### src/sv/ctvc_pkg.sv
package ctvc_pkg;

  localparam int unsigned YearBase   = 1900;
  localparam int unsigned YearMax    = 9999;
  localparam int unsigned DayMax     = 31;
  localparam int unsigned MonthMax   = 12;
  localparam int unsigned HourLimit  = 24;
  localparam int unsigned MinLimit   = 60;
  localparam int unsigned YearDrift  = 365 % 7;
  localparam int unsigned Cent       = 100;
  localparam int unsigned QuadCent   = 400;

  // x / 100 == (x * Div100Mul) >> Div100Sh, exact for x below 43690
  localparam int unsigned Div100Sh   = 19;
  localparam int unsigned Div100Mul  = (1 << Div100Sh) / Cent + 1;

  localparam int unsigned YearW      = 14;  // years up to 9999
  localparam int unsigned DaysW      = 15;  // weekday day count

  // Daylight flag codes (bit0 adjust, bit1 in daylight)
  localparam logic [1:0] DlAdjust    = 2'b01;
  localparam logic [1:0] DlBoth      = 2'b11;

  localparam logic signed [1:0] DstOn    = 2'sd1;
  localparam logic signed [1:0] DstOff   = 2'sd0;
  localparam logic signed [1:0] DstUnkn  = -2'sd1;

  // Days before the start of each zero-based month
  function automatic logic [8:0] days_before(input logic leap, input logic [3:0] mi);
    logic [8:0] d;
    logic [8:0] adj;
    adj = {8'd0, leap};
    unique case (mi)
      4'd0:    d = 9'd0;
      4'd1:    d = 9'd31;
      4'd2:    d = 9'd59  + adj;
      4'd3:    d = 9'd90  + adj;
      4'd4:    d = 9'd120 + adj;
      4'd5:    d = 9'd151 + adj;
      4'd6:    d = 9'd181 + adj;
      4'd7:    d = 9'd212 + adj;
      4'd8:    d = 9'd243 + adj;
      4'd9:    d = 9'd273 + adj;
      4'd10:   d = 9'd304 + adj;
      4'd11:   d = 9'd334 + adj;
      default: d = 9'd0;
    endcase
    return d;
  endfunction

  // Remainder by 7: fold octal digits (8 = 1 mod 7), then one correction
  function automatic logic [2:0] mod7(input logic [DaysW-1:0] x);
    logic [5:0] s1;
    logic [3:0] s2;
    logic [3:0] r;
    s1 = {3'd0, x[2:0]} + {3'd0, x[5:3]} + {3'd0, x[8:6]} + {3'd0, x[11:9]}
       + {3'd0, x[14:12]};
    s2 = {1'b0, s1[2:0]} + {1'b0, s1[5:3]};
    r  = (s2 >= 4'd7) ? s2 - 4'd7 : s2;
    return r[2:0];
  endfunction

endpackage

### src/sv/calendar_time_validate_convert.sv
// Calendar time check and conversion. Pulse start_i with a raw calendar time
// (year, month, day, hour, minute, second, daylight flags); busy_o stays low,
// so a new beat may be offered on every clock. Each beat yields one result
// beat on done_o, registered through the four register ranks of the pipe
// (input, quotient, day count, result). The receiver cannot stall: a result
// is shown for one cycle only and must be caught then. time_valid_o is high
// when second < 60, minute < 60, hour < 24, day 1..31, month 1..12 and year
// 1900..9999; otherwise every other output field reads zero. The day is not
// checked against the length of its month, so year_day_o simply runs on
// from the start of the month. Weekday counts Sunday as 0; dst_state_o is 1
// with both daylight flags, 0 with only the adjust flag, -1 otherwise.
module calendar_time_validate_convert (
  input  logic              clk_i,
  input  logic              rst_ni,
  input  logic              start_i,
  output logic              busy_o,
  input  logic [15:0]       raw_year_i,
  input  logic [7:0]        raw_month_i,
  input  logic [7:0]        raw_day_i,
  input  logic [7:0]        raw_hour_i,
  input  logic [7:0]        raw_minute_i,
  input  logic [7:0]        raw_second_i,
  input  logic [7:0]        daylight_bits_i,
  output logic              done_o,
  output logic              time_valid_o,
  output logic [5:0]        seconds_o,
  output logic [5:0]        minutes_o,
  output logic [4:0]        hours_o,
  output logic [4:0]        month_day_o,
  output logic [3:0]        month_index_o,
  output logic [12:0]       years_since_1900_o,
  output logic [8:0]        year_day_o,
  output logic [2:0]        week_day_o,
  output logic signed [1:0] dst_state_o
);
  import ctvc_pkg::*;

  // ---------------------------------------------------------------- stage A
  // Capture the raw beat.
  logic        a_vld_q;
  logic [15:0] a_year_q;
  logic [7:0]  a_month_q, a_day_q, a_hour_q, a_min_q, a_sec_q;
  logic [1:0]  a_dl_q;

  always_ff @(posedge clk_i or negedge rst_ni) begin
    if (!rst_ni) begin
      a_vld_q <= 1'b0;
    end else begin
      a_vld_q <= start_i;
    end
  end

  always_ff @(posedge clk_i) begin
    if (start_i) begin
      a_year_q  <= raw_year_i;
      a_month_q <= raw_month_i;
      a_day_q   <= raw_day_i;
      a_hour_q  <= raw_hour_i;
      a_min_q   <= raw_minute_i;
      a_sec_q   <= raw_second_i;
      a_dl_q    <= daylight_bits_i[1:0];
    end
  end

  assign busy_o = 1'b0;

  // Range checks and (year - 1) / 100 by reciprocal multiply.
  logic              a_ok;
  logic [YearW-1:0]  a_ym1;
  logic [YearW+13:0] a_prod;
  logic [YearW-1:0]  a_q100;

  always_comb begin
    a_ok = (a_sec_q  < 8'(MinLimit)) && (a_min_q < 8'(MinLimit)) &&
           (a_hour_q < 8'(HourLimit)) &&
           (a_day_q  >= 8'd1) && (a_day_q <= 8'(DayMax)) &&
           (a_month_q >= 8'd1) && (a_month_q <= 8'(MonthMax)) &&
           (a_year_q >= 16'(YearBase)) && (a_year_q <= 16'(YearMax));
    // Only meaningful for an in-range year, which fits YearW bits.
    a_ym1  = a_year_q[YearW-1:0] - YearW'(1);
    a_prod = {14'd0, a_ym1} * (YearW + 14)'(Div100Mul);
    a_q100 = YearW'(a_prod >> Div100Sh);
  end

  // ---------------------------------------------------------------- stage B
  logic             b_vld_q, b_ok_q;
  logic [YearW-1:0] b_year_q, b_ym1_q, b_q100_q;
  logic [3:0]       b_mi_q;
  logic [4:0]       b_day_q, b_hour_q;
  logic [5:0]       b_min_q, b_sec_q;
  logic [1:0]       b_dl_q;

  always_ff @(posedge clk_i or negedge rst_ni) begin
    if (!rst_ni) begin
      b_vld_q <= 1'b0;
    end else begin
      b_vld_q <= a_vld_q;
    end
  end

  always_ff @(posedge clk_i) begin
    if (a_vld_q) begin
      b_ok_q   <= a_ok;
      b_year_q <= a_year_q[YearW-1:0];
      b_ym1_q  <= a_ym1;
      b_q100_q <= a_q100;
      b_mi_q   <= a_month_q[3:0] - 4'd1;
      b_day_q  <= a_day_q[4:0];
      b_hour_q <= a_hour_q[4:0];
      b_min_q  <= a_min_q[5:0];
      b_sec_q  <= a_sec_q[5:0];
      b_dl_q   <= a_dl_q;
    end
  end

  // Leap test from the remainder of (year - 1) by 100: a remainder of 99
  // marks a century year, which is leap only when year / 100 is a multiple
  // of four, i.e. (year - 1) / 100 ends in binary 11.
  logic [YearW-1:0] b_rem100;
  logic             b_cent, b_leap;
  logic [8:0]       b_yday;
  logic [DaysW-1:0] b_ndays;

  always_comb begin
    b_rem100 = b_ym1_q - YearW'(b_q100_q * YearW'(Cent));
    b_cent   = (b_rem100 == YearW'(Cent - 1));
    b_leap   = ((b_year_q[1:0] == 2'b00) && !b_cent) ||
               (b_cent && (b_q100_q[1:0] == 2'b11));
    b_yday   = days_before(b_leap, b_mi_q) + {4'd0, b_day_q} - 9'd1;
    // One day of drift per year, plus leap days before this year.
    // (year - 1) / 400 is the quotient by 100 shifted down by two.
    b_ndays  = DaysW'(b_year_q * YearW'(YearDrift))
             + DaysW'(b_ym1_q >> 2)
             - DaysW'(b_q100_q)
             + DaysW'(b_q100_q >> $clog2(QuadCent / Cent))
             + DaysW'(b_yday);
  end

  // ---------------------------------------------------------------- stage C
  logic             c_vld_q, c_ok_q;
  logic [DaysW-1:0] c_ndays_q;
  logic [8:0]       c_yday_q;
  logic [12:0]      c_years_q;
  logic [3:0]       c_mi_q;
  logic [4:0]       c_day_q, c_hour_q;
  logic [5:0]       c_min_q, c_sec_q;
  logic [1:0]       c_dl_q;

  always_ff @(posedge clk_i or negedge rst_ni) begin
    if (!rst_ni) begin
      c_vld_q <= 1'b0;
    end else begin
      c_vld_q <= b_vld_q;
    end
  end

  always_ff @(posedge clk_i) begin
    if (b_vld_q) begin
      c_ok_q    <= b_ok_q;
      c_ndays_q <= b_ndays;
      c_yday_q  <= b_yday;
      c_years_q <= 13'(b_year_q - YearW'(YearBase));
      c_mi_q    <= b_mi_q;
      c_day_q   <= b_day_q;
      c_hour_q  <= b_hour_q;
      c_min_q   <= b_min_q;
      c_sec_q   <= b_sec_q;
      c_dl_q    <= b_dl_q;
    end
  end

  logic signed [1:0] c_dst;
  always_comb begin
    priority if (c_dl_q == DlBoth) begin
      c_dst = DstOn;
    end else if (c_dl_q == DlAdjust) begin
      c_dst = DstOff;
    end else begin
      c_dst = DstUnkn;
    end
  end

  // ---------------------------------------------------------------- result
  // Zero every field of an invalid time.
  logic done_q;

  always_ff @(posedge clk_i or negedge rst_ni) begin
    if (!rst_ni) begin
      done_q <= 1'b0;
    end else begin
      done_q <= c_vld_q;
    end
  end

  always_ff @(posedge clk_i) begin
    if (c_vld_q) begin
      time_valid_o       <= c_ok_q;
      seconds_o          <= c_ok_q ? c_sec_q   : '0;
      minutes_o          <= c_ok_q ? c_min_q   : '0;
      hours_o            <= c_ok_q ? c_hour_q  : '0;
      month_day_o        <= c_ok_q ? c_day_q   : '0;
      month_index_o      <= c_ok_q ? c_mi_q    : '0;
      years_since_1900_o <= c_ok_q ? c_years_q : '0;
      year_day_o         <= c_ok_q ? c_yday_q  : '0;
      week_day_o         <= c_ok_q ? mod7(c_ndays_q) : '0;
      dst_state_o        <= c_ok_q ? c_dst     : DstOff;
    end
  end

  assign done_o = done_q;

endmodule

### config.mk
export PLATFORM = sky130hd
export DESIGN_NAME = calendar_time_validate_convert
export DESIGN_NICKNAME = d
export VERILOG_FILES = /design/src/sv/ctvc_pkg.sv /design/src/sv/calendar_time_validate_convert.sv
export SDC_FILE = /design/constraint.sdc
export NUM_CORES = 1
export LEC_CHECK = 0
export BUFFER_PORTS_ARGS = -buffer_cell sky130_fd_sc_hd__buf_2
export CAP_MARGIN = 20
export CORE_AREA = 2 2 161 163
export CTS_BUF_LIST = sky130_fd_sc_hd__clkbuf_16
export DETAILED_ROUTE_END_ITERATION = 8
export DIE_AREA = 0 0 163 165
export PLACE_DENSITY_LB_ADDON = 0.15
export SYNTH_ARGS = -nofsm -noshare
export SYNTH_HDL_FRONTEND = slang
export SYNTH_SLANG_ARGS = --single-unit
### constraint.sdc
create_clock -name clk_i -period 11.9 [get_ports clk_i]
set_input_delay 2.38 -clock clk_i [delete_from_list [all_inputs] [get_ports clk_i]]
set_output_delay 2.38 -clock clk_i [all_outputs]
set_load 0.005 [all_outputs]
Word level (Yosys, flattened, before mapping)
Index checks and enable logic that the tools add are counted.
{ "word_totals": {"out_inout_bits": 56, "ff_bits": 247, "latchBits": 0, "n_memories": 0, "ram_bits": 0, "wordCells": 114, "rom_bits": 0} }
{ "classes": {"n_eq_ne": 15, "mux": 4, "multipliers": 2, "n_div": 0, "bitwise": 1, "n_shift": 0, "addsub": 26, "n_lt_le_gt_ge": 10, "n_reduce_logical": 14} }
{ "ops": {"columns": ["operator", "count"], "rows": [
  ["$pmux 9 s11", 1],
  ["$add 8x1->9 const A", 4],
  ["$add 9x1->9 const A", 3],
  ["$mul 14x13->27 const B", 1],
  ["$add 7x1->8 const A", 2],
  ["$eq 4x3->1 const B", 4],
  ["$eq 4x4->1 const B", 4],
  ["$ge 16x11->1 const B", 1],
  ["$ge 8x1->1 const B", 2],
  ["$le 16x14->1 const B", 1],
  ["$lt 8x6->1 const B", 2],
  ["$add 14x12->15", 1],
  ["$add 15x6->15", 1],
  ["$add 15x9->15", 1],
  ["$sub 15x8->15", 1],
  ["$eq 14x7->1 const B", 1],
  ["$sub 14x1->14 const B", 1],
  ["$sub 14x14->14", 1],
  ["$sub 13x11->13 const B", 1],
  ["$mul 8x5->12 const B", 1],
  ["$logic_and 1x1->1", 10],
  ["$add 9x5->9", 1],
  ["$sub 9x1->9 const B", 1],
  ["$add 3x3->4", 2],
  ["other kinds (22)", 24]
]} }

Longest topological paths before layout
Gate-level depths: netlist of run 1.
{ "logic_depth": {"depth_word": 11, "ltp_mapped": 40, "mapped_depth_nobuf": 39} }

Least setup slack after synthesis of run 1
OpenSTA, ideal clock, no wires.
{ "synth_timing": {"path_type": "register -> register", "start": "register b_q100_q[3]", "end": "register c_ndays_q[14], data pin", "path_stages_with_launch": 40, "slack_ps": 3447, "required_ps": 11640, "arrival_time_ps": 8193, "n_path_buf": 1, "cell_sequence": "edfxtp_1 > ha_1 > ha_1 > fa_1 > ha_1 > nand3_1 > o21bai_1 > nor2_1 > xor2_1 > ha_1 > inv_1 > nor3_1 > a311oi_1 > o2111ai_1 > or4_1 > a311oi_2 > mux2i_1 > buf_6 > [... 4 more ...] > inv_1 > ha_1 > a21o_1 > a21oi_1 > o21bai_1 > a21oi_1 > xnor2_1 > fa_1 > inv_1 > ha_1 > ha_1 > inv_1 > o21ai_0 > a211oi_1 > o21ai_0 > a31o_2 > a21oi_1 > xnor2_1"} }
{ "synth_via": {"elab_chain_cells": 11} }
{ "synth_lines": {"columns": ["item", "line", "source"], "rows": [
  ["start, declared", "calendar_time_validate_convert.sv:87", "logic [YearW-1:0] b_year_q, b_ym1_q, b_q100_q;"],
  ["start signal, assigned", "calendar_time_validate_convert.sv:106", "b_q100_q <= a_q100;"],
  ["$mul 8x5->12", "calendar_time_validate_convert.sv:125", "b_rem100 = b_ym1_q - YearW'(b_q100_q * YearW'(Cent));"],
  ["$sub 14x14->14", "calendar_time_validate_convert.sv:125", null],
  ["$eq 14x7->1", "calendar_time_validate_convert.sv:126", "b_cent = (b_rem100 == YearW'(Cent - 1));"],
  ["$logic_not 1->1", "calendar_time_validate_convert.sv:127", "b_leap = ((b_year_q[1:0] == 2'b00) && !b_cent) ||"],
  ["$logic_and 1x1->1", "calendar_time_validate_convert.sv:127", null],
  ["$logic_or 1x1->1", "calendar_time_validate_convert.sv:127", null],
  ["$add 9x1->9, or another cell as far along", "ctvc_pkg.sv:45", "4'd11: d = 9'd334 + adj;"],
  ["$pmux 9 s11", "ctvc_pkg.sv:33", "unique case (mi)"],
  ["$add 9x5->9", "calendar_time_validate_convert.sv:129", "b_yday = days_before(b_leap, b_mi_q) + {4'd0, b_day_q} - 9'd1;"],
  ["$sub 9x1->9", "calendar_time_validate_convert.sv:129", null],
  ["$add 15x9->15 (*)", "calendar_time_validate_convert.sv:136", "+ DaysW'(b_yday);"],
  ["named net b_ndays[14]", "calendar_time_validate_convert.sv:122", "logic [DaysW-1:0] b_ndays;"],
  ["end signal, assigned", "calendar_time_validate_convert.sv:160", "c_ndays_q <= b_ndays;"],
  ["end, declared", "calendar_time_validate_convert.sv:141", "logic [DaysW-1:0] c_ndays_q;"]
]} }
Mark *: on every way through the listed nets, which the timed path passes. The rest lies on a longest branch.
A chain may end at the register's enable or synchronous reset.

Worst setup path after layout of run 1
Same ends and word-level chain as after synthesis.

==> results of run 1 <==
critical path: cells and delay by family (launching register included):
kind | cells | cell delay, ns
adders and majority gates | 10 | 3.51
AOI/OAI and AO/OA | 16 | 3.29
and+or+nand+nor | 4 | 0.69
buffers and inverters | 5 | 0.57
DFF | 1 | 0.55
xor gates and xnor gates | 3 | 0.42
muxes | 1 | 0.25
final cells by class:
type | count | area share
flip-flops and latches | 247 | 0.436
multi-input cells | 674 | 0.405
inverters | 227 | 0.0502
clock buffers | 26 | 0.0383
repair buffers | 124 | 0.0379
well taps | 330 | 0.0243
clock inverters | 22 | 0.00796
diodes | 1 | 0.000147
registers in the layout (all words and copies together) (netlist names), 9 cells and up:
| register | cells |
|---|---|
| a_year_q | 16 |
| c_ndays_q | 15 |
| b_year_q | 14 |
| b_ym1_q | 14 |
| c_years_q | 13 |
| years_since_1900_o | 13 |
| c_yday_q | 9 |
| year_day_o | 9 |
layout by cell type, fill, tap and decap left out, drive strengths merged, types with 8 or more instances in the layout:
cell type,count
edfxtp,243
o21bai,11
xor2,27
xnor2,38
fa,97
nor2,33
a21o,11
nand2b,8
a31oi,8
nor3,14
clkinv,14
nor2b,11
buf,124
o21ai,22
inv,234
nor4,9
clkbuf,26
ha,195
a21oi,32
and2,51
nand2,24
nand3,10
per-layer routing:
| metal | track usage | routed length [µm] | part of all wire | vias up |
|---|---|---|---|---|
| li1 | - | - | - | 4255 |
| met1 | 0.265 | 11200 | 0.42 | 4154 |
| met2 | 0.387 | 14000 | 0.52 | 176 |
| met3 | 0.0234 | 984 | 0.037 | 35 |
| met4 | 0.0467 | 489 | 0.018 | 0 |
| met5 | 0 | 0 | 0 | - |
per-stage QoR:
stage / hold slack, ns / instances / cell area [µm²]
2_1_floorplan: 0.400 / 1163 / 15200
3_3_place_gp: 0.400 / 1601 / 16200
3_5_place_dp: 0.405 / 1601 / 16200
4_1_cts: 0.420 / 1649 / 17000
5_1_grt: 0.422 / 1651 / 17000
6_report: 0.418 / 1651 / 17000
worst max path at each step:
stage / from / end
after CTS: b_q100_q[3]$_DFFE_PP_ / c_ndays_q[13]$_DFFE_PP_
after global routing: b_q100_q[3]$_DFFE_PP_ / c_ndays_q[14]$_DFFE_PP_
after floorplan: b_q100_q[3]$_DFFE_PP_ / c_ndays_q[14]$_DFFE_PP_
after detailed placement: b_q100_q[3]$_DFFE_PP_ / c_ndays_q[14]$_DFFE_PP_
final: b_q100_q[3]$_DFFE_PP_ / c_ndays_q[14]$_DFFE_PP_
after global placement: b_q100_q[3]$_DFFE_PP_ / c_ndays_q[13]$_DFFE_PP_
kinds of logic after synthesis:
logic type | count (synthesis) | share of synthesized area
adder cells (fa/ha/maj) | 292 | 0.288
flip-flops | 247 | 0.487
buffers and inverters | 242 | 0.0608
AND/OR/NAND/NOR | 182 | 0.0658
AO/OA/AOI/OAI | 130 | 0.0575
XOR/XNOR | 65 | 0.0380
multiplexers | 4 | 0.00263
other | 1 | 0.000247
==> flow_metrics.env, run 1 <==
export IMPL_drtAntennaViolNets=0
export IMPL_tritoncts="yes"
export IMPL_post_route_util=0.678
export IMPL_multiInputGateArea_mm2=0.00688
export IMPL_synth_seq_cells=247
export IMPL_min_period_ns=9.53
export IMPL_outcome="completed"
export IMPL_setup_ws_ns=2.37
export IMPL_grt_usage=0.209
export IMPL_grt_max_degree=60
export IMPL_clock_fmax_ghz=0.105
export IMPL_drive_gt1_frac=0.136
export IMPL_r2r_setup_slack_ns=2.37
export IMPL_finalNetCount=1659
export IMPL_period_share=0.801
export IMPL_cp_max_fo=12
export IMPL_die_area_mm2=0.0269
export IMPL_seqCellArea_mm2=0.00740
export IMPL_setup_viol=0
export IMPL_cts_sinks=247
export IMPL_max_slew_margin_rel=0.362
export IMPL_cp_end_kind="flip-flop"
export IMPL_antenna_found_initial=1
export IMPL_synthTopCellsByArea="edfxtp_1 (48%), ha_1 (16%), fa_1 (13%)"
export IMPL_syn_inst=1163
export IMPL_cap_violations=0
export IMPL_hold_viol=0
export IMPL_fp_row_count=58
export IMPL_yosysTopAreaCell="edfxtp_1"
export IMPL_crit_arrival_ns=9.80
export IMPL_post_drt_via_cell_ratio=5.22
export IMPL_synth_ff_type="edfxtp_1"
export IMPL_place_hpwl_mm=21.0
export IMPL_yosysWarningCount=0
export IMPL_cts_hold_buf=0
export IMPL_async_reset_ff_frac=0.0162
export IMPL_io_buffers=115
export IMPL_syn_avg_cell_area_um2=13.1
export IMPL_cts_resized_gates=0
export IMPL_synth_most_common_cell="edfxtp_1"
export IMPL_core_mm2=0.0250
export IMPL_timing_rr_start="b_q100_q[3]$_DFFE_PP_"
export IMPL_holdPathEnd="b_min_q[1]$_DFFE_PP_"
export IMPL_crit_type="reg2reg"
export IMPL_ys_types=60
export IMPL_cp_start_kind="flip-flop"
export IMPL_post_cts_setup_buffer_count=0
export IMPL_crit_path_top_delay_cell="fa_1"
export IMPL_area_growth_pct=11.7
export IMPL_first_global_vias=8790
export IMPL_yosys_top_cells_count="edfxtp_1 (243), inv_1 (227), ha_1 (195)"
export IMPL_fp_dieW_um=163
export IMPL_routed_wl_mm=26.7
export IMPL_synth_edf_count=243
export IMPL_hold_depth=0
export IMPL_gr_total_overflow=0
export IMPL_hp_start="a_min_q[1]$_DFFE_PP_"
export IMPL_vias=8620
export IMPL_clockRootBuffer="clkbuf_16"
export IMPL_worstPathRequired_ns=12.16
export IMPL_dr_pass1_iters=5
export IMPL_tns_ns=0
export IMPL_cts_buffer_depth=3
export IMPL_initial_utilization=0.607
export IMPL_synth_nets=1522
export IMPL_worst_path_most_repeated_cell="ha_1"
export IMPL_num_fill_cells=1848
export IMPL_fp_dieH_um=165
export IMPL_reg2reg_to="c_ndays_q[14]$_DFFE_PP_"
export IMPL_netlist_area_leader_share=0.480
export IMPL_hold_path_class="reg2reg"
export IMPL_syn_area_mm2=0.0152
export IMPL_place_congestion=0.881
export IMPL_grt_pass1_wl_mm=43.6
export IMPL_r2r_cells=39
export IMPL_worstMarginPinSlew_ns=0.951
export IMPL_drt_initial_drc_count=370
export IMPL_ys_seq_area_frac=0.487
export IMPL_clk_pin_slew_worst_paths_ns=0.06
export IMPL_fin_skew_ns=0.0210
export IMPL_wl_per_cell_um=16.2
export IMPL_ioPinCount=123
export IMPL_cts_inserted_buffers=26
export IMPL_grt_setup_unrepaired="no"
export IMPL_slew_violations=0
export IMPL_drt_drc_violations_left=0
export IMPL_htree_levels=1
export IMPL_slowest_delay_ns=0.56
export IMPL_clk_latency_ns=0.53
export IMPL_dp_slack_ns=1.81
Power of run 1 is not shown: default switching activity piles up to over one toggle a cycle in this logic, so the estimate is an artifact.
==> inputs of run 2 (changes only) <==
Settings changed: CORE_AREA 2 2 161 163 to 2 2 170 172, DIE_AREA 0 0 163 165 to 0 0 172 174.
Clock period 11.9 ns to 7.9 ns, I/O delays scaled along.
==> run 2 against run 1 <==
The run now ends with setup timing left. Die area rose by 11%. Worst setup slack got worse by 3.1 ns. Routed wire length rose by 3.5%. Sequential share of layout area fell by 3.0 points. Register-to-register slack got worse by 3.1 ns. Critical path depth fell by 2. Critical endpoint unchanged.
==> flow_metrics.env, run 2 (synthesis gave the netlist of run 1 again) <==
export IMPL_dr_pass1_iters=4
export IMPL_cp_end_kind="flip-flop"
export IMPL_clockRootBuffer="clkbuf_16"
export IMPL_place_hpwl_mm=21.9
export IMPL_top_regs="a_year_q (16), c_ndays_q (15)"
export IMPL_antenna_found_initial=0
export IMPL_worst_path_most_repeated_cell="ha_1"
export IMPL_cap_violations=0
export IMPL_hold_depth=0
export IMPL_ioPinCount=123
export IMPL_top_register="a_year_q"
export IMPL_violations="setup timing"
export IMPL_die_area_mm2=0.0299
export IMPL_grt_pass1_wl_mm=45.5
export IMPL_crit_arrival_ns=8.91
export IMPL_finalNetCount=1746
export IMPL_dp_slack_ns=-0.818
export IMPL_grt_usage=0.195
export IMPL_cts_inserted_buffers=27
export IMPL_vias=8894
export IMPL_cts_hold_buf=0
export IMPL_instances_no_fill=1791
export IMPL_hold_viol=0
export IMPL_crit_type="reg2reg"
export IMPL_clk_latency_ns=0.51
export IMPL_clock_fmax_ghz=0.116
export IMPL_layout_common_cells="edfxtp_1 (243), inv_1 (224), ha_1 (179), buf_2 (115), fa_1 (94)"
export IMPL_clk_pin_slew_worst_paths_ns=0.06
export IMPL_r2r_cells=37
export IMPL_area_growth_pct=20.0
export IMPL_fin_skew_ns=0.00773
export IMPL_largest_register_ffs=16
export IMPL_fp_dieW_um=172
export IMPL_final_common_cell="edfxtp_1"
export IMPL_worstPathRequired_ns=8.16
export IMPL_fp_dieH_um=174
export IMPL_grt_setup_unrepaired="yes"
export IMPL_tritoncts="yes"
export IMPL_place_inst=1728
export IMPL_cts_buffer_depth=3
export IMPL_min_period_ns=8.64
export IMPL_gr_total_overflow=0
export IMPL_setup_ws_ns=-0.743
export IMPL_io_buffers=115
export IMPL_slowest_delay_ns=0.54
export IMPL_cp_max_fo=5
export IMPL_period_share=1.09
export IMPL_htree_levels=1
export IMPL_cp_start_kind="flip-flop"
export IMPL_wl_per_cell_um=15.4
export IMPL_max_slew_margin_rel=0.511
export IMPL_drtAntennaViolNets=0
export IMPL_hold_path_class="reg2reg"
export IMPL_first_global_vias=9287
export IMPL_grt_max_degree=60
export IMPL_post_drt_via_cell_ratio=4.97
export IMPL_crit_path_top_delay_cell="or4_4"
export IMPL_setup_viol=10
export IMPL_fp_row_count=62
export IMPL_drt_initial_drc_count=332
export IMPL_post_route_util=0.646
export IMPL_holdWs_ns=0.417
export IMPL_place_congestion=0.862
export IMPL_drt_drc_violations_left=0
export IMPL_slew_violations=0
export IMPL_routed_wl_mm=27.6
export IMPL_drive_gt1_frac=0.240
export IMPL_antenna_cells=0
export IMPL_outcome="complete, but fails checks"
export IMPL_worstMarginPinSlew_ns=0.733
export IMPL_initial_utilization=0.538
export IMPL_cts_sinks=247
export IMPL_core_mm2=0.0282
[run 2: cell count changes in the layout (fill, tap and decap cells not counted), sizes merged]
cell,before,now
buf,124,210
clkinv,14,11
diode,1,0
inv,234,235
clkbuf,26,27
bufinv,0,2
[run 2: final timing paths]
check,start,endpoint,slack [ns]
max,b_q100_q[3]$_DFFE_PP_,c_ndays_q[14]$_DFFE_PP_,-0.74
min in group asynchronous,rst_ni,b_vld_q$_DFF_PN0_,0.86
max reg2reg,b_q100_q[3]$_DFFE_PP_,c_ndays_q[14]$_DFFE_PP_,-0.74
max in group asynchronous,rst_ni,c_vld_q$_DFF_PN0_,6.90
min,a_sec_q[0]$_DFFE_PP_,b_sec_q[0]$_DFFE_PP_,0.42
min reg2reg,a_sec_q[0]$_DFFE_PP_,b_sec_q[0]$_DFFE_PP_,0.42
[run 2: cell type report]
type / instances / area, µm²
fill: 2265 / 9990
tap: 384 / 480
multi-input combinational: 674 / 7340
clock inverter: 22 / 183
timing repair buffer: 210 / 1310
clock buffer: 27 / 676
sequential: 247 / 7400
inverter: 227 / 852
[run 2: per-stage QoR]
step	instance area [µm²]	setup TNS, ns
after CTS	18000	-4.62
final	18200	-4.16
after global routing	18200	-8.44
after detailed placement	17000	-4.74
after floorplan	15300	-0.342
after global placement	17000	-3.60
[run 2: timing repair]
action,4_1_cts,5_1_grt
pin swaps,24,36
endpoints found under the setup margin,10,14
cloned,0,0
gates resized for setup,30,35
setup buffers,15,5
[run 2: layer usage]
layer | track usage | up-vias | part of all wire
li1 | - | 4431 | -
met1 | 0.252 | 4280 | 0.44
met2 | 0.347 | 139 | 0.51
met3 | 0.0260 | 44 | 0.033
met4 | 0.0462 | 0 | 0.025
met5 | 0 | - | 0
[run 2: worst max-delay path: cells and delay by family (launching register included)]
kind,cells,cell delay [ns]
simple gates,3,0.83
buf+inv,6,0.65
fa+ha+maj,10,3.48
xor+xnor,2,0.26
flops,1,0.46
mux,2,0.39
compound gates,14,2.34
Power of run 2 is left out for the same reason.
